**config.mk**
```make
export PLATFORM = sky130hd
export DESIGN_NAME = crat_ctrl
export DESIGN_NICKNAME = d
export VERILOG_FILES = /design/src/sv/crat_pkg.sv /design/src/sv/crat_ctrl.sv
export SDC_FILE = /design/constraint.sdc
export NUM_CORES = 1
export LEC_CHECK = 0
export ABC_AREA = 1
export BUFFER_PORTS_ARGS = -buffer_cell sky130_fd_sc_hd__clkbuf_2
export CORE_UTILIZATION = 40
export CTS_CLUSTER_SIZE = 30
export DETAILED_ROUTE_END_ITERATION = 10
export PLACE_DENSITY_LB_ADDON = 0.05
export SLEW_MARGIN = 20
export SYNTH_ARGS = -nofsm -noshare
export SYNTH_HDL_FRONTEND = slang
export SYNTH_SLANG_ARGS = --single-unit
```
**constraint.sdc**
```tcl
create_clock -name clk -period 1.3 [get_ports clk]
set_input_delay 0.26 -clock clk [delete_from_list [all_inputs] [get_ports clk]]
set_output_delay 0.26 -clock clk [all_outputs]
set_load 0.02 [all_outputs]
```
**src/sv/crat_pkg.sv**
```systemverilog
// Shared types and constants for the code region address translation block.
// Used by crat_ctrl, crat_dp and code_region_address_translate; no dependencies.
package crat_pkg;

	// Default table depth and register reset value
	localparam int unsigned MAX_REGIONS_DEF = 4096;
	localparam logic [63:0] KERNEL_FLOOR_RST = 64'hffff_0000_0000_0000;

	// Field widths
	localparam int unsigned ADDR_W = 64;
	localparam int unsigned IDX_OUT_W = 12;

	// Stream widths: input tdata holds start, end, base, executable, file_backed,
	// address; output tdata holds the map offset and region_index
	localparam int unsigned S_TDATA_W = 264;
	localparam int unsigned S_TUSER_W = 2;
	localparam int unsigned M_TDATA_W = 80;
	localparam int unsigned M_TUSER_W = 3;

	// Action codes carried in s_tuser (code 3 is unused)
	localparam logic [1:0] ACT_LOAD    = 2'd0;
	localparam logic [1:0] ACT_RESOLVE = 2'd1;
	localparam logic [1:0] ACT_CLEAR   = 2'd2;

	// Result status codes
	typedef enum logic [2:0] {
		ST_LOADED   = 3'd0,
		ST_FILTERED = 3'd1,
		ST_FULL     = 3'd2,
		ST_CLEARED  = 3'd3,
		ST_NULL     = 3'd4,
		ST_MAPPED   = 3'd5,
		ST_KERNEL   = 3'd6,
		ST_UNKNOWN  = 3'd7
	} status_t;

	// Source of the region_index field of a result
	typedef enum logic [1:0] {
		IDX_ZERO  = 2'd0,
		IDX_COUNT = 2'd1,
		IDX_HIT   = 2'd2
	} idx_sel_t;

	// One region table entry
	typedef struct packed {
		logic [ADDR_W-1:0] start;
		logic [ADDR_W-1:0] stop;
		logic [ADDR_W-1:0] base;
	} region_t;

	// Commands from controller to datapath
	typedef struct packed {
		logic     capture;
		logic     append;
		logic     clear;
		logic     scan_start;
		logic     scan;
		logic     latch_hit;
		logic     emit;
		status_t  status;
		idx_sel_t idx_sel;
		logic     use_offset;
	} ctrl_cmd_t;

	// Status from datapath to controller
	typedef struct packed {
		logic [1:0] action;
		logic       full;
		logic       admit;
		logic       addr_zero;
		logic       count_zero;
		logic       above_floor;
		logic       hit;
		logic       scan_end;
		logic       out_free;
	} dp_stat_t;

endpackage

```
**src/sv/crat_ctrl.sv**
```systemverilog
// Controller state machine of the code region address translation block.
// Depends on crat_pkg; drives crat_dp through ctrl_cmd_t and reads dp_stat_t.
module crat_ctrl
	import crat_pkg::*;
(
	input  logic      clk,
	input  logic      arst_n,
	input  logic      s_tvalid,
	output logic      s_tready,
	input  dp_stat_t  stat,
	output ctrl_cmd_t cmd
);

	typedef enum logic [4:0] {
		S_IDLE   = 5'b00001,
		S_DECIDE = 5'b00010,
		S_SCAN   = 5'b00100,
		S_HIT    = 5'b01000,
		S_MISS   = 5'b10000
	} state_t;

	state_t state_q, state_d;

	assign s_tready = (state_q == S_IDLE);

	// Next state and command decode
	always_comb begin
		state_d = state_q;
		cmd = '0;
		cmd.status = ST_LOADED;
		cmd.idx_sel = IDX_ZERO;
		unique case (state_q)
			S_IDLE: begin
				cmd.capture = s_tvalid;
				if (s_tvalid) begin
					state_d = S_DECIDE;
				end
			end
			S_DECIDE: begin
				unique case (stat.action)
					ACT_LOAD: begin
						if (stat.out_free) begin
							cmd.emit = 1'b1;
							state_d = S_IDLE;
							if (stat.full) begin
								cmd.status = ST_FULL;
							end else if (!stat.admit) begin
								cmd.status = ST_FILTERED;
							end else begin
								cmd.status = ST_LOADED;
								cmd.append = 1'b1;
								cmd.idx_sel = IDX_COUNT;
							end
						end
					end
					ACT_RESOLVE: begin
						if (stat.addr_zero) begin
							if (stat.out_free) begin
								cmd.emit = 1'b1;
								cmd.status = ST_NULL;
								state_d = S_IDLE;
							end
						end else if (stat.count_zero) begin
							state_d = S_MISS;
						end else begin
							cmd.scan_start = 1'b1;
							state_d = S_SCAN;
						end
					end
					ACT_CLEAR: begin
						if (stat.out_free) begin
							cmd.emit = 1'b1;
							cmd.clear = 1'b1;
							cmd.status = ST_CLEARED;
							state_d = S_IDLE;
						end
					end
					default: begin
						// unused action: no result
						state_d = S_IDLE;
					end
				endcase
			end
			S_SCAN: begin
				// first hit in table order wins
				cmd.scan = 1'b1;
				if (stat.hit) begin
					cmd.latch_hit = 1'b1;
					state_d = S_HIT;
				end else if (stat.scan_end) begin
					state_d = S_MISS;
				end
			end
			S_HIT: begin
				if (stat.out_free) begin
					cmd.emit = 1'b1;
					cmd.status = ST_MAPPED;
					cmd.idx_sel = IDX_HIT;
					cmd.use_offset = 1'b1;
					state_d = S_IDLE;
				end
			end
			S_MISS: begin
				if (stat.out_free) begin
					cmd.emit = 1'b1;
					cmd.status = stat.above_floor ? ST_KERNEL : ST_UNKNOWN;
					state_d = S_IDLE;
				end
			end
			default: begin
				state_d = S_IDLE;
			end
		endcase
	end

	// State register
	always_ff @(posedge clk or negedge arst_n) begin
		if (!arst_n) begin
			state_q <= S_IDLE;
		end else begin
			state_q <= state_d;
		end
	end

endmodule

```
* After elaboration in Yosys (flattened, before gate mapping) *
Index checks and enable logic that the tools add are counted.

cells by class
  equal/unequal tests = 9
  muxes and demuxes = 37
  reduce and logical (&&, ||, !) cells = 4

operator list
  operator                                              number
  2-to-1 mux 5 bit                                      6
  case mux 4 bit (3 select lines)                       2
  case mux 5 bit (4 select lines)                       1
  2-to-1 mux 1 bit                                      16
  2-to-1 mux 4 bit                                      4
  case mux 5 bit (2 select lines)                       1
  2-to-1 mux 7 bit                                      1
  2-to-1 mux 2 bit                                      3
  2-to-1 mux 6 bit                                      1
  equality test 5 x 1 -> 1 bit (second input constant)  1
  equality test 5 x 2 -> 1 bit (second input constant)  1
  equality test 5 x 3 -> 1 bit (second input constant)  1
  equality test 5 x 4 -> 1 bit (second input constant)  1
  equality test 5 bit (second input constant)           1
  case mux 2 bit (2 select lines)                       1
  OR reduction 2 bit                                    2
  2-to-1 mux 3 bit                                      1
  inequality test 3 bit (second input constant)         1
  equality test 2 x 1 -> 1 bit (second input constant)  1
  equality test 2 bit (second input constant)           1
  zero test 2 bit                                       1
  inequality test 2 bit (second input constant)         1
  AND reduction 2 bit                                   1

word-level totals
  register bits after elaboration = 5

* Longest topological paths before layout *
Gate-level depths: netlist of the first run.

  depth in word-level cells = 5
  gate-level depth with buffers = 8
  depth with buffers taken out = 8

* Worst setup path before layout of the first run *
OpenSTA, ideal clock, no wires.

  path type = register to output
  from = reg state_q[3]
  to = out cmd[6] (netlist bit)
  data arrival time = 1,241 ps
  path slack = -201 ps
  data required time = 1,040 ps
  cell stages (with the launch flop) = 8
  cells stage by stage = dfrtp_1 -> nor2_2 -> inv_2 -> nor2_8 -> inv_2 -> nor2_1 -> nor2_1 -> nor2_1

RTL lines
  item                    line              text
  start, declared         crat_ctrl.sv:22   state_t state_q, state_d;
  start signal, assigned  crat_ctrl.sv:121  state_q <= state_d;
  end, declared           crat_ctrl.sv:11   output ctrl_cmd_t cmd

==> flow_summary_export.csv, run 1 <==
group,metric,value,unit
floorplan,core_area,1318,um2
floorplan,initial_core_util,0.4378,
placed_design,gp_congestion,0.8088,
synthesis,netlist_area,576.8,um2
timing,setup_tns,-6843,ps
critical_path,regToRegStartpoint,"state_q[0]",
synthesis,avgSynthCellArea,6.072,um2
routing,dr.pass1.iters,4,
timing,worst_pin_slew,257.0,ps
synthesis,synth-edff-count,0,
grt,grt_pass1_wl,2808,um
timing,relSlewSlack,0.8275,
cts,path_clk_slew,60,ps
critical_path,worstPathCellList,"buf_4 -> inv_1 -> nor2_4 -> nand4_1 -> o211ai_1 -> clkbuf_4",
grt,grt-ovfl-total,0,
cts,htreeDepth,1,
run_status,status,"complete, but fails checks",
pwr,peakVddDrop,1.124,mV
layout,diodes,0,
cts,cts_tree,"yes",
floorplan,die_area,1598,um2
floorplan,rows,13,
pwr,leakage,0.6430,nW
routing,drtAntennaViolNets,0,
synthesis,synth_top_area_frac,0.1735,
synthesis,synth_area_leaders,"dfrtp_1 (17%), nor2_1 (13%), nand2_1 (11%), inv_1 (9.1%), nand3_1 (6.9%)",
critical_path,cpLargestDelayFamily,"buffers and inverters",
placed_design,port_buffers,26,
timing,clock.fmax,551.6,MHz
critical_path,cp-start-kind,"flip-flop",
layout,final_cell_area,1249,um2
layout,syn_to_final_growth,116.5,%
critical_path,r2r_slack,-270,ps
synthesis,yosysTopAreaCell,"dfrtp_1",
critical_path,arrival,1550,ps
cts,cts_root_buf,"clkbuf_4",
floorplan,ios,27,
cts,clockBufferDepth,2,
critical_path,worst_ep_required_time,1040,ps
placed_design,hpwl,1314,um
timing,skew,19.95,ps
run,max_cap_viol_count,0,
cts,cts.sink_count,5,
placed_design,dp.cells,151,
synthesis,synth_nets,108,
synthesis,ys_seq_area_frac,0.2191,
synthesis,async_flop_share,1.000,
layout,stdcell_count,170,
routing,post-route-drc-count,0,
timing,setup_ws,-513.0,ps
run_status,failed_checks,"setup timing",
timing,rsz0062_at_grt,"yes",
placed_design,pre_cts_ws,-208.0,ps
synthesis,synth_ff_type,"dfrtp_1",
layout,drive_above_1_share,0.6452,
floorplan,die_x,39.98,um
critical_path,path_class,"flip-flop to output pin",
routing,wire_per_inst,19.57,um
min_path,min_path_type,"input pin to flip-flop",
timing,post-route-min-period,1813,ps
layout,largest_register,"state_q",
synthesis,synthCells,95,
routing,drt_wl_total,3327,um
synthesis,yosys_warnings,0,
grt,grt_usage,0.2781,
layout,nets,169,
grt,antenna_found_initial,0,
placed_design,post_dp_cell_area,887.1,um2
grt,grt_pass1_vias,666,
routing,drt-vias-per-instance,5.900,
layout,largest_reg_flops,5,
timing,min_period_over_period,1.395,
timing,drv_slew,0,
min_path,hold_start,"stat[1]",
synthesis,yosysMostFrequentCell,"nor2_1",
critical_path,cp-end-kind,"output pin",
synthesis,yosys.cell_types.count,21,
grt,grt_max_degree,8,
synthesis,synth-seq-cells,5,
critical_path,crit_path_top_delay_cell,"dfrtp_1",
floorplan,fp.dieH,39.98,um
timing,timing.final.hold_violations,0,
timing,finalSetupViolations,18,
cts,cts_made_buffers,3,
layout,top_regs,"state_q: 5 flops",
cts,clock_latency,260,ps
critical_path,crit_buf_inv,3,
critical_path,crit_fanout,4,
critical_path,slowest_delay,420,ps
critical_path,cp-startpoint,"state_q[3]",
routing,vias,1003,
routing,first_iter_violations,28,
pwr,power-per-cell-area,1298,nW/um2
synthesis,synthTopCellsByCount,"nor2_1 (20), nand2_1 (17), inv_1 (14)",
==> worst reg2reg max path: cells and delay by family (launching register included) <==
kind / cells / cell delay [ps]
flip-flops: 1 / 590
buffers and inverters: 4 / 460
AND/OR/NAND/NOR: 6 / 400
==> path summary, 6_finish.rpt <==
path | to | depth (start not counted)
max | cmd[3] | 6
min | state_q[2] | 4
max reg2reg | state_q[4] | 10
min reg2reg | state_q[3] | 3
max in group asynchronous | state_q[0] | 2
min in group asynchronous | state_q[3] | 2
==> power breakdown <==
part           internal, W  switching, W  total [W]
clock             0.000117     0.0000796   0.000197
sequential        0.000204     0.0000725   0.000277
combinational     0.000564      0.000583    0.00115
==> metal layers <==
layer | GRT usage | part of all wire
met1 | 0.3051 | 0.35
met5 | 0 | 0
met3 | 0.07778 | 0.091
met4 | 0.1121 | 0.060
met2 | 0.4960 | 0.50
==> cell families (layout without fill, tap and decap cells) <==
| family | Yosys count | in the layout | share of synthesized area |
|---|---|---|---|
| flops | 5 | 5 | 0.2191 |
| buf+inv | 20 | 80 | 0.1367 |
| simple gates | 62 | 62 | 0.5640 |
| compound gates | 8 | 8 | 0.08025 |
==> layout by cell type (no fill, tap or decap), types with 2 or more instances in the layout <==
| cell | count |
|---|---|
| buf_4 | 23 |
| buf_6 | 9 |
| buf_8 | 6 |
| clkbuf_2 | 12 |
| clkbuf_4 | 4 |
| clkbuf_8 | 5 |
| dfrtp_1 | 3 |
| inv_1 | 11 |
| inv_2 | 6 |
| inv_4 | 2 |
| nand2_1 | 14 |
| nand2_2 | 3 |
| nand3_1 | 7 |
| nand3_4 | 4 |
| nand4_1 | 5 |
| nor2_1 | 8 |
| nor2_2 | 9 |
| nor2_4 | 8 |
| o21ai_0 | 3 |
| o21ai_2 | 2 |
==> cell type report <==
class	count	area [um2]
clock buffers	4	26.28
fillers	41	68.82
inverters	19	76.32
multi-input cells	70	489.2
flip-flops and latches	5	127.6
well taps	15	18.77
repair buffers	57	510.5
==> metrics by stage <==
step,util,power (W),hold WS (ps)
2_1_floorplan,-,0.0006425,-35.59
6_report,0.9478,0.001620,331.1
3_3_place_gp,0.6733,0.0008611,80.77
4_1_cts,0.8481,0.001247,313.4
5_1_grt,0.9478,0.001699,335.0
3_5_place_dp,0.6733,0.0008764,79.15
==> timing repair <==
item,4_1_cts,5_1_grt
setup buffers,6,8
cloned,0,0
hold buffers,1,0
setup endpoints to repair,17,18
resized for setup,35,28
endpoints found under the hold margin,4,0
pin swaps,12,8
(Power assumes the default switching activity.)
==> inputs of run 2 (changes only) <==
ABC_AREA = default   (was 1)
CORE_UTILIZATION = 39   (was 40)
==> flow_summary_export.csv, run 2 <==
group,metric,value,unit
run_status,status,"stopped before the end",
run_status,stop_stage,"4_1_cts",
run_status,toolErrorMsg,"[ERROR DPL-0033] detailed placement checks failed during check placement.",
cts,postCtsResizedCells,41,
floorplan,ios,27,
placed_design,hpwl,1410,um
synthesis,synth_top_area_frac,0.1923,
synthesis,yosys_warnings,0,
synthesis,synth_nets,79,
synthesis,synth-compound-area-share,0.2091,
cts,post_cts_buffers,9,
cts,cts_root_buf,"clkbuf_4",
synthesis,synthSimpleGateAreaFrac,0.5192,
placed_design,port_buffers,26,
floorplan,rows,12,
cts,cts_made_buffers,3,
floorplan,die_x,38.53,um
synthesis,synth-edff-count,0,
synthesis,netlist_area,520.5,um2
synthesis,synthXorXnorAreaFrac,0,
synthesis,synthMuxAreaShare,0,
synthesis,async_flop_share,1.000,
cts,cts.sink_count,5,
synthesis,synth_top_family_by_area,"simple AND/OR/NAND/NOR gates",
cts,htreeDepth,1,
synthesis,ys_seq_area_frac,0.2428,
synthesis,synthTopCellsByCount,"nor2_1 (6), nand3b_1 (5), nor3_1 (5)",
cts,clockBufferDepth,2,
floorplan,fp.dieH,38.53,um
synthesis,avgSynthCellArea,7.886,um2
synthesis,yosys.cell_types.count,32,
synthesis,yosysMostFrequentCell,"nor2_1",
synthesis,yosysTopAreaCell,"dfrtp_1",
synthesis,synthCells,66,
placed_design,post_dp_cell_area,884.6,um2
synthesis,synthAdderAreaFrac,0,
cts,post_cts_hold_buffer_count,1,
placed_design,dp.cells,125,
placed_design,gp_congestion,0.7915,
floorplan,initial_core_util,0.4444,
synthesis,synth_area_leaders,"dfrtp_1 (19%), nand3b_1 (7.2%), dfstp_2 (5.0%), nand2b_1 (4.8%), nor3_1 (4.8%)",
synthesis,synth_ff_type,"dfrtp_1",
synthesis,synth-seq-cells,5,
run 2: changes by cell type after synthesis, sizes merged, moves of 5 or more:
cell	delta
nor2	-20
inv	-17
nand2	-14
nand3	-11
nand3b	+5
nand4	-5
o21ai	-5
run 2: through the flow:
step	setup WS [ps]	util
after floorplan	-458.9	-
after global placement	-544.6	0.7553
after detailed placement	-592.2	0.7553
run 2: cell families after synthesis:
family                 after synthesis
AOI/OAI and AO/OA                   16
buffers and inverters                3
DFF                                  5
and+or+nand+nor                     42
==> inputs of run 3 (changes only) <==
CORE_AREA = 2 2 63 65   (was default)
CORE_UTILIZATION = default   (was 39)
CTS_CLUSTER_SIZE = default   (was 30)
DIE_AREA = 0 0 65 67   (was default)
PLACE_DENSITY_LB_ADDON = 0.15   (was 0.05)
clock period = 1.7 ns   (was 1.3 ns; I/O delays follow)
==> flow_summary_export.csv, run 3 <==
group,metric,value,unit
run_status,status,"complete, but fails checks",
run_status,failed_checks,"setup timing",
timing,finalSetupViolations,14,
routing,vias,680,
routing,post-route-drc-count,0,
critical_path,cp-startpoint,"state_q[4]",
routing,wire_per_inst,11.09,um
critical_path,cp-start-kind,"flip-flop",
synthesis,synthTopCellsByCount,"nor2_1 (6), nand3b_1 (5), nor3_1 (5)",
cts,htreeDepth,1,
timing,holdWs,318.3,ps
timing,rsz0062_at_grt,"yes",
critical_path,worstPathCellList,"or3_4 -> or2_4 -> nor3b_4 -> and3_4 -> buf_8",
synthesis,synth_nets,79,
grt,grt_max_degree,10,
floorplan,rows,22,
floorplan,core_area,3606,um2
critical_path,cpLargestDelayFamily,"simple AND/OR/NAND/NOR gates",
pwr,leakage,0.5236,nW
placed_design,port_buffers,26,
synthesis,avgSynthCellArea,7.886,um2
layout,diodes,0,
pwr,p_int,0.0006334,W
layout,layout_common_cells,"buf_4 (22), clkbuf_2 (13), buf_6 (7)",
synthesis,synth-seq-cells,5,
timing,drv_slew,0,
floorplan,die_x,65,um
synthesis,synth-edff-count,0,
placed_design,dp.cells,155,
layout,syn_to_final_growth,126.7,%
routing,drtAntennaViolNets,0,
floorplan,ios,27,
placed_design,hpwl,1500,um
pwr,peakVddDrop,0.2407,mV
pwr,p_sw,0.0003537,W
critical_path,path_class,"flip-flop to output pin",
routing,drt-vias-per-instance,4.048,
routing,drt_wl_total,1863,um
pwr,power-per-cell-area,836.6,nW/um2
pwr,clkPwrFrac,0.222,
timing,worst_pin_slew,299.9,ps
routing,first_iter_violations,15,
cts,clockBufferDepth,2,
timing,setup_ws,-442.2,ps
layout,largest_reg_flops,5,
layout,stdcell_count,168,
placed_design,post_dp_cell_area,862.1,um2
synthesis,yosysMostFrequentCell,"nor2_1",
layout,drive_above_1_share,0.6917,
critical_path,worst_ep_required_time,1360,ps
synthesis,async_flop_share,1.000,
cts,cts.sink_count,5,
critical_path,regToRegStartpoint,"state_q[4]",
critical_path,arrival,1800,ps
run,max_cap_viol_count,0,
critical_path,crit_fanout,4,
timing,timing.final.hold_violations,0,
routing,dr.pass1.iters,4,
layout,nets,134,
grt,grt_pass1_wl,3063,um
critical_path,crit_buf_inv,1,
grt,antenna_found_initial,0,
floorplan,fp.dieH,67,um
cts,cts_made_buffers,3,
timing,post-route-min-period,2142,ps
floorplan,initial_core_util,0.1443,
pwr,power_frac_seq,0.182,
timing,setup_tns,-4062,ps
layout,final_common_cell,"buf_4",
cts,clock_latency,220,ps
pwr,p_sw_frac,0.3583,
cts,cts_tree,"yes",
grt,grt_usage,0.09379,
pwr,pwr-share-comb,0.596,
floorplan,die_area,4355,um2
synthesis,yosysTopAreaCell,"dfrtp_1",
cts,cts_root_buf,"clkbuf_8",
placed_design,gp_congestion,0.6865,
min_path,hold_start,"stat[1]",
synthesis,yosys.cell_types.count,32,
synthesis,yosys_warnings,0,
grt,grt_pass1_vias,654,
min_path,min_path_type,"input pin to flip-flop",
synthesis,ys_seq_area_frac,0.2428,
synthesis,synth_top_area_frac,0.1923,
timing,clock.fmax,466.8,MHz
timing,min_period_over_period,1.260,
timing,skew,3.352,ps
critical_path,crit_path_top_delay_cell,"or3_4",
timing,relSlewSlack,0.7992,
critical_path,slowest_delay,410,ps
cts,path_clk_slew,40,ps
synthesis,synth_ff_type,"dfrtp_1",
layout,top_regs,"state_q: 5 flops",
placed_design,pre_cts_ws,-238.1,ps
synthesis,synth_area_leaders,"dfrtp_1 (19%), nand3b_1 (7.2%), dfstp_2 (5.0%), nand2b_1 (4.8%), nor3_1 (4.8%)",
critical_path,cp-end-kind,"output pin",
grt,grt-ovfl-total,0,
synthesis,netlist_area,520.5,um2
layout,final_cell_area,1180,um2
layout,largest_register,"state_q",
synthesis,synthCells,66,
run 3: cell counts after synthesis:
Identical to the previous run, type by type.
run 3: final cells by class:
type                    count  area, um2
multi-input cells          58      503.0
inverters                   2      7.507
clock buffers               3      41.29
fillers                   389       2426
flip-flops and latches      5      127.6
clock inverters             1      5.005
well taps                  48      60.06
repair buffers             51      435.4
run 3: cell families (layout without fill, tap and decap cells):
logic type / count (synthesis) / in the layout / synth area share
AND/OR/NAND/NOR: 42 / 42 / 0.5192
AO/OA/AOI/OAI: 16 / 16 / 0.2091
flip-flops: 5 / 5 / 0.2428
buffers and inverters: 3 / 57 / 0.02886
run 3: timing repair:
action / in CTS / in global routing
hold buffers: 1 / 0
setup endpoints to repair: 14 / 15
buffers inserted: 3 / 5
gates resized for setup: 29 / 29
pin swaps: 6 / 8
hold endpoints to repair: 4 / 0
run 3: metrics by stage:
stage	util	total power (W)
after detailed placement	0.2391	0.0005986
final	0.3272	0.0009871
after global placement	0.2391	0.0005970
after floorplan	-	0.0004052
after CTS	0.2942	0.0009544
after global routing	0.3272	0.001055
run 3: path summary, 6_finish.rpt:
path,end,slack (ps),cells after the start
max,cmd[11],-440,5
min,state_q[2],320,2
max reg2reg,state_q[3],30,7
min reg2reg,state_q[4],750,3
max in group asynchronous,state_q[0],990,2
min in group asynchronous,state_q[3],480,2
run 3: routing by layer:
| metal | track usage | vias to the layer above | routed length (um) |
|---|---|---|---|
| li1 | - | 352 | - |
| met1 | 0.1215 | 308 | 918 |
| met2 | 0.1482 | 18 | 833 |
| met5 | 0 | - | 0 |
| met4 | 0.03191 | 0 | 25 |
| met3 | 0.02703 | 2 | 85 |
run 3: power groups by stage:
stage	Combinational [W]	Clock [W]	Sequential, W
after detailed placement	0.000429	0	0.000170
after global routing	0.000636	0.000237	0.000183
final	0.000589	0.000219	0.000179
after global placement	0.000428	0	0.000169
after CTS	0.000554	0.000223	0.000177
after floorplan	0.000220	0	0.000185
==> inputs of run 4 (changes only) <==
SLEW_MARGIN = 15   (was 20)
TNS_END_PERCENT = 10   (was default)
==> flow_summary_export.csv, run 4 (synthesis results as in run 3) <==
group,metric,value,unit
run_status,status,"complete, but fails checks",
run_status,failed_checks,"setup timing",
placed_design,hpwl,1493,um
min_path,min_path_cells,2,
routing,drt-vias-per-instance,4.099,
layout,drive_above_1_share,0.5877,
pwr,leakage,0.4705,nW
min_path,hold_start,"stat[1]",
critical_path,path_class,"flip-flop to output pin",
run,max_cap_viol_count,0,
cts,cts_tree,"yes",
critical_path,slowest_delay,410,ps
cts,clockBufferDepth,2,
placed_design,gp_congestion,0.7336,
floorplan,initial_core_util,0.1443,
timing,setup_ws,-429.2,ps
layout,nets,128,
floorplan,rows,22,
timing,drv_slew,0,
timing,min_period_over_period,1.252,
timing,rsz0062_at_grt,"yes",
cts,path_clk_slew,40,ps
timing,timing.final.hold_violations,0,
layout,final_common_cell,"buf_4",
cts,cts.sink_count,5,
routing,post-route-drc-count,0,
cts,htreeDepth,1,
critical_path,arrival,1790,ps
min_path,min_path_type,"input pin to flip-flop",
grt,grt-ovfl-total,0,
critical_path,worst_ep_required_time,1360,ps
floorplan,core_area,3606,um2
critical_path,r2r-end,"state_q[2]",
routing,drtAntennaViolNets,0,
cts,cts_root_buf,"clkbuf_8",
routing,drt_wl_total,1756,um
critical_path,crit_path_top_delay_cell,"or3_4",
layout,diodes,0,
pwr,power-per-cell-area,866.4,nW/um2
timing,holdWs,324.4,ps
routing,dr.pass1.iters,4,
layout,largest_reg_flops,5,
placed_design,dp.cells,156,
critical_path,rr_worst_depth,6,
timing,post-route-min-period,2129,ps
critical_path,regToRegStartpoint,"state_q[4]",
grt,grt_max_degree,10,
layout,layout_common_cells,"buf_4 (21), clkbuf_2 (14), clkbuf_8 (8)",
timing,finalSetupViolations,12,
min_path,holdPathEnd,"state_q[2]",
cts,clock_latency,220,ps
critical_path,cpLargestDelayFamily,"simple AND/OR/NAND/NOR gates",
critical_path,cp-start-kind,"flip-flop",
layout,top_regs,"state_q: 5 flops",
grt,antenna_found_initial,0,
layout,largest_register,"state_q",
grt,grt_pass1_vias,637,
grt,grt_usage,0.08738,
routing,wire_per_inst,10.84,um
timing,skew,2.392,ps
critical_path,crit_buf_inv,1,
critical_path,r2r_slack,70,ps
grt,grt_pass1_wl,2884,um
pwr,peakVddDrop,0.2947,mV
floorplan,fp.dieH,67,um
cts,cts_made_buffers,3,
timing,worst_pin_slew,305.9,ps
layout,syn_to_final_growth,100.5,%
critical_path,crit_fanout,4,
floorplan,die_area,4355,um2
routing,first_iter_violations,8,
timing,clock.fmax,469.7,MHz
layout,fillers,398,
placed_design,port_buffers,26,
critical_path,worstPathCellList,"or3_4 -> or2_4 -> nor3b_4 -> and3_2 -> clkbuf_4",
placed_design,pre_cts_ws,-244.2,ps
timing,relSlewSlack,0.7948,
floorplan,die_x,65,um
routing,vias,664,
floorplan,ios,27,
critical_path,cp-end-kind,"output pin",
layout,stdcell_count,162,
[run 4: cell count changes in the layout (fill, tap and decap cells not counted), sizes merged]
| cell | before | now |
|---|---|---|
| clkbuf | 19 | 23 |
| buf | 34 | 24 |
[run 4: what timing repair did]
item / 4_1_cts / 5_1_grt
hold endpoints to repair: 4 / 0
setup buffers: 1 / 0
pin swaps: 7 / 4
gates resized for setup: 25 / 14
setup endpoints to repair: 14 / 16
hold buffers: 1 / 0
[run 4: where the power goes]
group | switching (W) | internal, W | total [W]
Sequential | 0.0000150 | 0.000149 | 0.000164
Clock | 0.0000571 | 0.000157 | 0.000214
Combinational | 0.000251 | 0.000275 | 0.000526
Total | 0.000323 | 0.000581 | 0.000904
[run 4: per-stage QoR]
stage | area [um2] | total power, W | util | TNS [ps]
after floorplan | 538.0 | 0.0003893 | - | -841.2
after global placement | 848.3 | 0.0005761 | 0.2353 | -1140
after detailed placement | 848.3 | 0.0005752 | 0.2353 | -1291
after CTS | 1015 | 0.0008934 | 0.2814 | -4276
after global routing | 1044 | 0.0009687 | 0.2894 | -5048
final | 1044 | 0.0009041 | 0.2894 | -3862
[run 4: worst register-to-register path, delay by kind of cell, from the launching register on]
family / cells / cell delay (ps)
AND/OR/NAND/NOR: 3 / 640
flip-flops: 1 / 370
buffers and inverters: 2 / 320
AO/OA/AOI/OAI: 1 / 200
[run 4: routing by layer]
layer	track usage	up-vias	share of wire
met4	0.01596	0	0.011
met1	0.1134	300	0.48
met5	0	-	0
met2	0.1443	21	0.45
li1	-	341	-
met3	0.02534	2	0.059
[run 4: how the worst max path moves through the flow]
| stage | startpoint | endpoint | slack [ps] | cells after the start |
|---|---|---|---|---|
| floorplan | state_q[3] | cmd[11] | -140 | 4 |
| global placement | state_q[3] | cmd[1] | -210 | 5 |
| detailed placement | state_q[3] | cmd[11] | -240 | 5 |
| CTS | state_q[4] | cmd[11] | -480 | 5 |
| global route | state_q[4] | cmd[11] | -530 | 5 |
| finish | state_q[4] | cmd[11] | -430 | 5 |
[run 4: cell type report]
cell class	instances	area [um2]	area share
clock buffers	3	41.29	0.03957
clock inverters	1	5.005	0.004796
inverters	2	7.507	0.007194
multi-input cells	58	455.4	0.4365
flip-flops and latches	5	126.4	0.1211
well taps	48	60.06	0.05755
repair buffers	45	347.8	0.3333
